File: config.mk
export PLATFORM = sky130hd
export DESIGN_NAME = stable_priority_queue
export DESIGN_NICKNAME = d
export VERILOG_FILES = /design/src/rtl/spq_pkg.sv /design/src/rtl/spq_cell.sv /design/src/rtl/stable_priority_queue.sv
export SDC_FILE = /design/constraint.sdc
export NUM_CORES = 2
export LEC_CHECK = 0
export ABC_CLOCK_PERIOD_IN_PS = 3200
export BUFFER_PORTS_ARGS = -buffer_cell sky130_fd_sc_hd__buf_2
export CAP_MARGIN = 5
export CORE_MARGIN = 2
export CORE_UTILIZATION = 38
export CTS_CLUSTER_SIZE = 28
export DETAILED_ROUTE_END_ITERATION = 7
export REMOVE_ABC_BUFFERS = 1
export SYNTH_ARGS = -nofsm -noshare
export SYNTH_HDL_FRONTEND = slang
export SYNTH_SLANG_ARGS = --single-unit
File: constraint.sdc
create_clock -name clk_i -period 3.2 [get_ports clk_i]
set_clock_uncertainty 0.05 [all_clocks]
set_input_delay 0.32 -clock clk_i [delete_from_list [all_inputs] [get_ports clk_i]]
set_output_delay 0.32 -clock clk_i [all_outputs]
set_load 0.05 [all_outputs]
File: src/rtl/spq_pkg.sv
// spq_pkg: shared types and constants for the stable priority queue.
// Used by spq_cell, stable_priority_queue and spq_checker; no dependencies.
package spq_pkg;

  localparam int unsigned DATA_W       = 32;
  localparam int unsigned PRIO_W       = 32;
  localparam int unsigned OCC_W        = 5;
  localparam int unsigned CAPACITY_DEF = 16;

  typedef enum logic {
    KIND_INSERT = 1'b0,
    KIND_REMOVE = 1'b1
  } spq_kind_e;

  typedef enum logic [1:0] {
    ST_INSERTED = 2'd0,
    ST_REMOVED  = 2'd1,
    ST_EMPTY    = 2'd2,
    ST_FULL     = 2'd3
  } spq_status_e;

  // One stored entry as it moves along the chain.
  typedef struct packed {
    logic              valid;
    logic [PRIO_W-1:0] prio;
    logic [DATA_W-1:0] data;
  } spq_entry_t;

  // Operation broadcast to every cell in the same cycle.
  typedef struct packed {
    logic              ins;
    logic              rem;
    logic [PRIO_W-1:0] prio;
    logic [DATA_W-1:0] data;
  } spq_cmd_t;

endpackage

File: src/rtl/spq_cell.sv
// spq_cell: one slot of the sorted shift-register queue.
// Depends on spq_pkg (entry and command structs).
module spq_cell (
  input  logic                clk_i,
  input  logic                rst_ni,
  input  spq_pkg::spq_cmd_t   cmd_i,
  input  spq_pkg::spq_entry_t left_i,      // neighbor closer to the head
  input  logic                left_keep_i, // neighbor keeps its entry on insert
  input  spq_pkg::spq_entry_t right_i,     // neighbor closer to the tail
  output spq_pkg::spq_entry_t ent_o,
  output logic                keep_o
);

  spq_pkg::spq_entry_t ent_d, ent_q;

  // Stored entry stays ahead of a new one with equal or lower priority.
  assign keep_o = ent_q.valid && ($signed(ent_q.prio) >= $signed(cmd_i.prio));

  always_comb begin
    ent_d = ent_q;
    if (cmd_i.ins) begin
      if (!keep_o) begin
        if (left_keep_i) begin
          ent_d.valid = 1'b1;
          ent_d.prio  = cmd_i.prio;
          ent_d.data  = cmd_i.data;
        end else begin
          ent_d = left_i;
        end
      end
    end else if (cmd_i.rem) begin
      ent_d = right_i;
    end
  end

  always_ff @(posedge clk_i or negedge rst_ni) begin
    if (!rst_ni) begin
      ent_q <= '0;
    end else begin
      ent_q <= ent_d;
    end
  end

  assign ent_o = ent_q;

endmodule

File: src/rtl/stable_priority_queue.sv
// Stable priority queue: a row of spq_cell slots kept sorted, highest priority first,
// equal priorities in arrival order. Takes one transaction per cycle: busy_o stays low,
// every accepted transaction (start_i high, busy_o low) gives its result with done_o
// in the next cycle, driven for a single cycle with no way to hold it off. All slots
// compare against the new priority at once and shift by one in that same cycle.
// Depends on spq_pkg and spq_cell.
module stable_priority_queue #(
  parameter int unsigned CAPACITY = spq_pkg::CAPACITY_DEF
) (
  input  logic                        clk_i,
  input  logic                        rst_ni,
  input  logic                        start_i,
  output logic                        busy_o,
  input  logic                        kind_i,
  input  logic [spq_pkg::DATA_W-1:0]  data_in_i,
  input  logic [spq_pkg::PRIO_W-1:0]  priority_in_i,
  output logic                        done_o,
  output logic [1:0]                  status_o,
  output logic [spq_pkg::DATA_W-1:0]  data_out_o,
  output logic [spq_pkg::PRIO_W-1:0]  priority_out_o,
  output logic [spq_pkg::OCC_W-1:0]   occupancy_o
);

  localparam int unsigned CntW = $clog2(CAPACITY + 1);

  logic                accept;
  logic                full;
  logic                empty;
  spq_pkg::spq_cmd_t   cmd;
  spq_pkg::spq_entry_t ent   [CAPACITY];
  logic                keep  [CAPACITY];

  logic [CntW-1:0]              count_d, count_q;
  logic                         done_q;
  spq_pkg::spq_status_e         status_d, status_q;
  logic [spq_pkg::DATA_W-1:0]   dout_d, dout_q;
  logic [spq_pkg::PRIO_W-1:0]   pout_d, pout_q;
  logic [spq_pkg::OCC_W-1:0]    occ_q;

  // Every transaction's result is registered in the cycle after it is accepted, so no back-pressure is needed.
  assign busy_o = 1'b0;
  assign accept = start_i && !busy_o;
  assign full   = (count_q == CntW'(CAPACITY));
  assign empty  = (count_q == '0);

  assign cmd.ins  = accept && (kind_i == spq_pkg::KIND_INSERT) && !full;
  assign cmd.rem  = accept && (kind_i == spq_pkg::KIND_REMOVE) && !empty;
  assign cmd.prio = priority_in_i;
  assign cmd.data = data_in_i;

  for (genvar i = 0; i < CAPACITY; i++) begin : g_cell
    spq_pkg::spq_entry_t left_ent, right_ent;
    logic                left_keep;

    if (i == 0) begin : g_head
      assign left_ent  = '0;
      assign left_keep = 1'b1;
    end else begin : g_mid
      assign left_ent  = ent[i-1];
      assign left_keep = keep[i-1];
    end

    if (i == CAPACITY - 1) begin : g_tail
      assign right_ent = '0;
    end else begin : g_body
      assign right_ent = ent[i+1];
    end

    spq_cell u_cell (
      .clk_i       (clk_i),
      .rst_ni      (rst_ni),
      .cmd_i       (cmd),
      .left_i      (left_ent),
      .left_keep_i (left_keep),
      .right_i     (right_ent),
      .ent_o       (ent[i]),
      .keep_o      (keep[i])
    );
  end

  always_comb begin
    count_d  = count_q;
    status_d = spq_pkg::ST_INSERTED;
    dout_d   = '0;
    pout_d   = '0;
    if (kind_i == spq_pkg::KIND_INSERT) begin
      if (full) begin
        status_d = spq_pkg::ST_FULL;
      end else begin
        count_d  = count_q + CntW'(1);
      end
    end else begin
      if (empty) begin
        status_d = spq_pkg::ST_EMPTY;
      end else begin
        status_d = spq_pkg::ST_REMOVED;
        dout_d   = ent[0].data;
        pout_d   = ent[0].prio;
        count_d  = count_q - CntW'(1);
      end
    end
  end

  always_ff @(posedge clk_i or negedge rst_ni) begin
    if (!rst_ni) begin
      count_q <= '0;
      done_q  <= 1'b0;
    end else begin
      done_q <= accept;
      if (accept) begin
        count_q <= count_d;
      end
    end
  end

  always_ff @(posedge clk_i) begin
    if (accept) begin
      status_q <= status_d;
      dout_q   <= dout_d;
      pout_q   <= pout_d;
      occ_q    <= spq_pkg::OCC_W'(count_d);
    end
  end

  assign done_o         = done_q;
  assign status_o       = status_q;
  assign data_out_o     = dout_q;
  assign priority_out_o = pout_q;
  assign occupancy_o    = occ_q;

endmodule

After elaboration in Yosys (flattened, before gate mapping)
Index checks and enable logic that the tools add are counted.

Output and inout bits: 73. Bits of input ports: 68. Word-level logic and storage cells: 200. Bits in registers: 1117.

Bitwise operators: 1. Reduce and logical (&&, ||, !) cells: 41. $add $sub $neg: 2. Equal/unequal tests: 17. Magnitude comparators: 16. Multiplexer cells: 69.

Operators by type and width (number): $mux 65 (63); $ge 32x32->1 (16); $ne 2x2->1 const B (16); $reduce_and 2->1 (16); $logic_and 1x1->1 (20); $mux 5 (3); $mux 2 (3); $add 5x1->5 const B (1); $eq 5x5->1 const B (1); $logic_not 5->1 (1); $sub 5x1->5 const B (1); $logic_not 1->1 (2); $reduce_bool 2->1 (1); $reduce_or 2->1 (1); $not 1->1 (1).

Longest topological paths before layout
Word-level depth: 5. Mapped depth: 14.

Hierarchy
From an unflattened synthesis, not the netlist that was laid out.

Cells, all modules: 12294. Area, all modules: 101989.1 um^2.

By module, submodules not included: spq_cell (g_cell[0].u_cell ...) (cells each 774, instances 11, area each 6343.6 um^2, sequential area each 1626.6 um^2); spq_cell (g_cell[6].u_cell ...) (cells each 774, instances 4, area each 6115.9 um^2, sequential area each 1626.6 um^2); spq_cell (g_cell[12].u_cell) (cells each 476, instances 1, area each 4626.9 um^2, sequential area each 1626.6 um^2); stable_priority_queue (cells each 208, instances 1, area each 3119.2 um^2, sequential area each 2282.2 um^2).

Worst setup path before layout
No wires, ideal clock.

Path kind: in2reg. Start: input port priority_in_i[27] (netlist name). End: register g_cell[7].u_cell.ent_q (netlist bit g_cell[7].u_cell.ent_o[0]). Buffers on the path: 2. Setup time: 0.132 ns. Stages on the path: 12. Data required time: 3.018 ns. Data arrival time: 3.151 ns. Path slack: -0.133 ns. Path through: inv_1 ha_1 nand4_1 or4_1 or4_1 o31a_1 and4_1 nor3_2 buf_6 buf_12 mux2i_1 o21ai_1.

Word-level cells in the longest chain between the ends: 5. Elaborated cells on any way between the ends: 9. Those cells by class: order compare: 2; eq/ne: 1; mux: 3; reduce/logical: 3.

RTL lines: start, declared (line stable_priority_queue.sv:16) `input logic [spq_pkg::PRIO_W-1:0] priority_in_i,`; $ge 32x32->1 (line spq_cell.sv:17) `assign keep_o = ent_q.valid && ($signed(ent_q.prio) >= $signed(cmd_i.prio));`; $logic_and 1x1->1 (line spq_cell.sv:17); $mux 65 (line spq_cell.sv:23) `if (left_keep_i) begin`; $mux 65 (line spq_cell.sv:22) `if (!keep_o) begin`; $mux 65 (line spq_cell.sv:21) `if (cmd_i.ins) begin`; end signal, assigned (line spq_cell.sv:40) `ent_q <= ent_d;`; end, declared (line spq_cell.sv:14) `spq_pkg::spq_entry_t ent_d, ent_q;`.

Parallel ways exist; a longest one is shown, timed or not. The select of a mux whose other input is x is not followed. A chain may end at the register's enable or synchronous reset.

Worst setup path in the final report
Start: register g_cell[6].u_cell.ent_q (netlist bit g_cell[6].u_cell.ent_o[51]). End: register g_cell[6].u_cell.ent_q (netlist bit g_cell[6].u_cell.ent_o[57]).

Word-level cells in the longest chain between the ends: 4.

RTL lines (line): start, declared (spq_cell.sv:14); start signal, assigned (spq_cell.sv:40); $ge 32x32->1 (spq_cell.sv:17); $logic_and 1x1->1 (spq_cell.sv:17); $ne 2x2->1 (no source line); $reduce_and 2->1 (no source line).

No other way between the ends.

==> run metrics <==
leak pwr 40.1 nW; Slew headroom 0.360; xor/xnor share of the synthesized area 0.000483; status finished with violations; worst hold path type in -> async; initial drt markers roughly 7000; Crit path top cell by count or4_4; crit path DAT 4.27 ns; Vias 68200; M3 GR Usage 0.0410; critical-path cell with the highest stage delay or4_4; Post-synth EDFFs 71; Final setup viols 140; met2 Track Usage GR 0.454; beginning of the critical path g_cell[6].u_cell.ent_o[51]$_DFFE_PN0P_; mux cell area share after synthesis 0.109; final worst path period share 1.15; number of max-cap violations 0; Int Pwr between 0.05 and 0.06 W; vias in the first global route slightly below 70000; Place WS -0.687 ns; post-route cell area a little under 0.09 sq mm; DR pass1 iterations 8; critical path endpoint category flop; Core Region between 0.15 and 0.2 sq mm; vias per cell 6.17; fraction of the mapped netlist area in adder cells 0.0887; Slew @ Worst Pin approximately 0.96 ns; GRT busiest layer met2; worst-skew pair later-pin latency 0.82 ns; total global-route track usage 0.284; Async SR Flop Fraction 0.936; #FFs+latches synth 1117; Unique masters post-synth 79; die footprint 0.194 sq mm; sequential area share after synthesis 0.390; Sw Share 0.434; Horiz. Die Dim between 400 and 500 um; Post-DP HPWL between 150 and 200 mm; largest family of logic cells by synthesized area compound AO/OA/AOI/OAI gates; critical path cell sequence ha_4 -> nand4_1 -> or4_4 -> or4_4 -> a21o_2 -> a211o_1 -> nand3_4 -> buf_6 -> a21o_4 -> buf_16 -> o221ai_4; Max Fclk 272 MHz; CTS H-Tree Depth 4; Die Y 441 um; clock slew at reported path FFs about 0.06 ns; combinational power share 0.526; TritonCTS clock tree yes; critical path class reg -> reg; CP startpoint kind flop; Pwr Total 0.0899 W; Starting Density 0.382; gpl congestion 0.968; clock buffer count from CTS between 100 and 150; clock root buffer clkbuf_16; Final Hold Fails 0; post-route antenna net violation count 0; layout cell share with drive strength beyond 1 0.192; P_sw between 0.03 and 0.04 W; PortBufs 139; Top FF cell, synth dfrtp_1; clock sink total 1117; Routed WL 285 mm; fin. max-slew vios 0; slowest stage delay, CP 0.65 ns; Mean Syn Cell Area approximately 9.2 sq um; gr ovfl total 0; reg-to-reg startpoint g_cell[6].u_cell.ent_o[51]$_DFFE_PN0P_; Power Dens Cells 1010 mW/mm^2; FP Rows 160; Yosys Warn Count 0; DRC Markers 6; Tmin final 3.67 ns; Ports 141; Post-Syn Area between 0.07 and 0.08 sq mm; first-pass GRT wire length 427 mm; Worst Path Required around 3.8 ns; part of the power in the clock network 0.177; final net count 9008; largest net degree at the start of global routing 110; initial antenna violation count 9; Worst Path Max Fanout 25; WL per Instance 25.8 um; failing checks design-rule violations, negative setup slack; Post-Synth Simple-Gate Area 0.138; maximum VDD drop approximately 0.75 mV; Flop pwr share 0.297; CTS Buffer Depth 3; complex-gate fraction of the synthesized area 0.215; setup ws final -0.471 ns; synthesis-to-layout area growth 23.3%; RSZ-0062 raised after global routing yes; GRT met1 Usage 0.377; DP Area 0.0822 sq mm; post-synthesis cell count 7888
[cell type report]
cell class / instances / area (sq um)
fillers: 17800 / 100000
multi-input cells: 5841 / 41400
flip-flops and latches: 1117 / 28300
clock buffers: 203 / 3980
inverters: 211 / 792
diodes: 3 / 7.51
clock inverters: 45 / 497
repair buffers: 1116 / 11300
well taps: 2511 / 3140
[synthesized netlist by cell type (94+ instances only)]
library cell | number | area, sq um
o21ai_0 | 559 | 2800
clkbuf_1 | 465 | 1750
a31oi_1 | 185 | 1160
nand4_1 | 107 | 669
o211ai_1 | 247 | 1850
a21oi_1 | 879 | 4400
and3_1 | 365 | 2280
mux2i_1 | 643 | 6440
ha_1 | 514 | 6430
nand3_1 | 608 | 3040
mux2_2 | 130 | 1460
inv_1 | 211 | 792
a221o_1 | 94 | 941
dfrtp_1 | 1046 | 26200
o221ai_1 | 130 | 1140
buf_2 | 128 | 641
nand2_1 | 550 | 2060
nor2_1 | 198 | 743
[power by group through the flow]
stage | combinational (W) | sequential (W) | clock (W)
after floorplan | 0.0253 | 0.0252 | 0
after global placement | 0.0427 | 0.0264 | 0
after detailed placement | 0.0439 | 0.0266 | 0
after CTS | 0.0452 | 0.0264 | 0.0162
after global routing | 0.0510 | 0.0274 | 0.0167
final | 0.0473 | 0.0267 | 0.0160
[per-stage QoR]
stage	hold WS [ns]	TNS, ns	util	std cells
3_3_place_gp	0.273	-398.76	0.433	10700
5_1_grt	0.0527	-59.78	0.471	11000
6_report	0.0443	-51.51	0.471	11000
2_1_floorplan	-0.0256	-	-	7169
4_1_cts	0.000240	-53.70	0.465	11000
3_5_place_dp	0.285	-447.43	0.433	10700
[cell usage in the layout, fill, tap and decap left out, types with 42 or more instances in the layout]
cell type      Yosys  layout
mux2_2           130     125
dlygate4sd3_1      0      45
nand3_1          608     603
o21ai_1           64      70
a221o_1           94      94
o221ai_2           0      56
buf_4             16     679
and3_1           365     364
inv_1            211     209
nand2_1          550     543
o211ai_1         247     247
o22ai_1           65      65
nor2_1           198     193
ha_1             514     501
and2_1            69      65
mux2i_1          643     642
a31oi_1          185     179
o31ai_1           68      66
buf_2            128     137
edfxtp_1          71      71
a21boi_0          45      42
a21oi_1          879     869
dfrtp_1         1046    1040
o221ai_1         130      72
buf_12             6     203
nand4_1          107     107
clkbuf_16          0     151
o21ai_0          559     543
[worst paths after layout]
check | slack (ns) | cells after the start | endpoint
max in group asynchronous | 1.87 | 4 | g_cell[1].u_cell.ent_o[34]$_DFFE_PN0P_
min | 0.04 | 2 | g_cell[13].u_cell.ent_o[39]$_DFFE_PN0P_
max reg2reg | -0.47 | 11 | g_cell[6].u_cell.ent_o[57]$_DFFE_PN0P_
min reg2reg | 0.43 | 2 | g_cell[4].u_cell.ent_o[32]$_DFFE_PN0P_
min in group clk_i | 0.05 | 4 | g_cell[4].u_cell.ent_o[38]$_DFFE_PN0P_
max | -0.47 | 11 | g_cell[6].u_cell.ent_o[57]$_DFFE_PN0P_
[registers in the layout, indices dropped and copies added, names as in the netlist]
signal               flops
done_o                   1
status_o                 2
g_cell.u_cell.ent_o   1040
occupancy_o              5
data_out_o              32
priority_out_o          32
count_q                  5
[worst max-delay path: cells and delay by family, from the launching register on]
kind / cells / cell delay [ns]
simple gates: 4 / 1.39
fa+ha+maj: 1 / 0.30
compound gates: 4 / 0.88
flops: 1 / 0.49
buf+inv: 2 / 0.36
[cell families (layout without fill, tap and decap cells)]
logic type                 Yosys count  in the layout
muxes                              773            773
adders and majority gates          514            514
buffers and inverters              930           1575
other                                1              4
AOI/OAI and AO/OA                 2541           2541
DFF                               1117           1117
and+or+nand+nor                   2008           2008
xor gates and xnor gates             4              4
[metal layers]
metal | vias to the layer above | wire length (um) | share of wire
met2 | 2874 | 131000 | 0.46
met3 | 625 | 20100 | 0.070
met5 | - | 13 | 0.000046
met1 | 34000 | 119000 | 0.42
li1 | 30700 | - | -
met4 | 2 | 15200 | 0.053
[repair_timing]
| item | in CTS | in global routing |
|---|---|---|
| gates resized for setup | 113 | 126 |
| setup buffers | 20 | 37 |
| endpoints found under the hold margin | 709 | 0 |
| endpoints found under the setup margin | 597 | 728 |
| cloned | 11 | 13 |
| hold buffers | 45 | 0 |
| pin swaps | 60 | 60 |
Note: power is estimated with default switching activity, not from simulation.
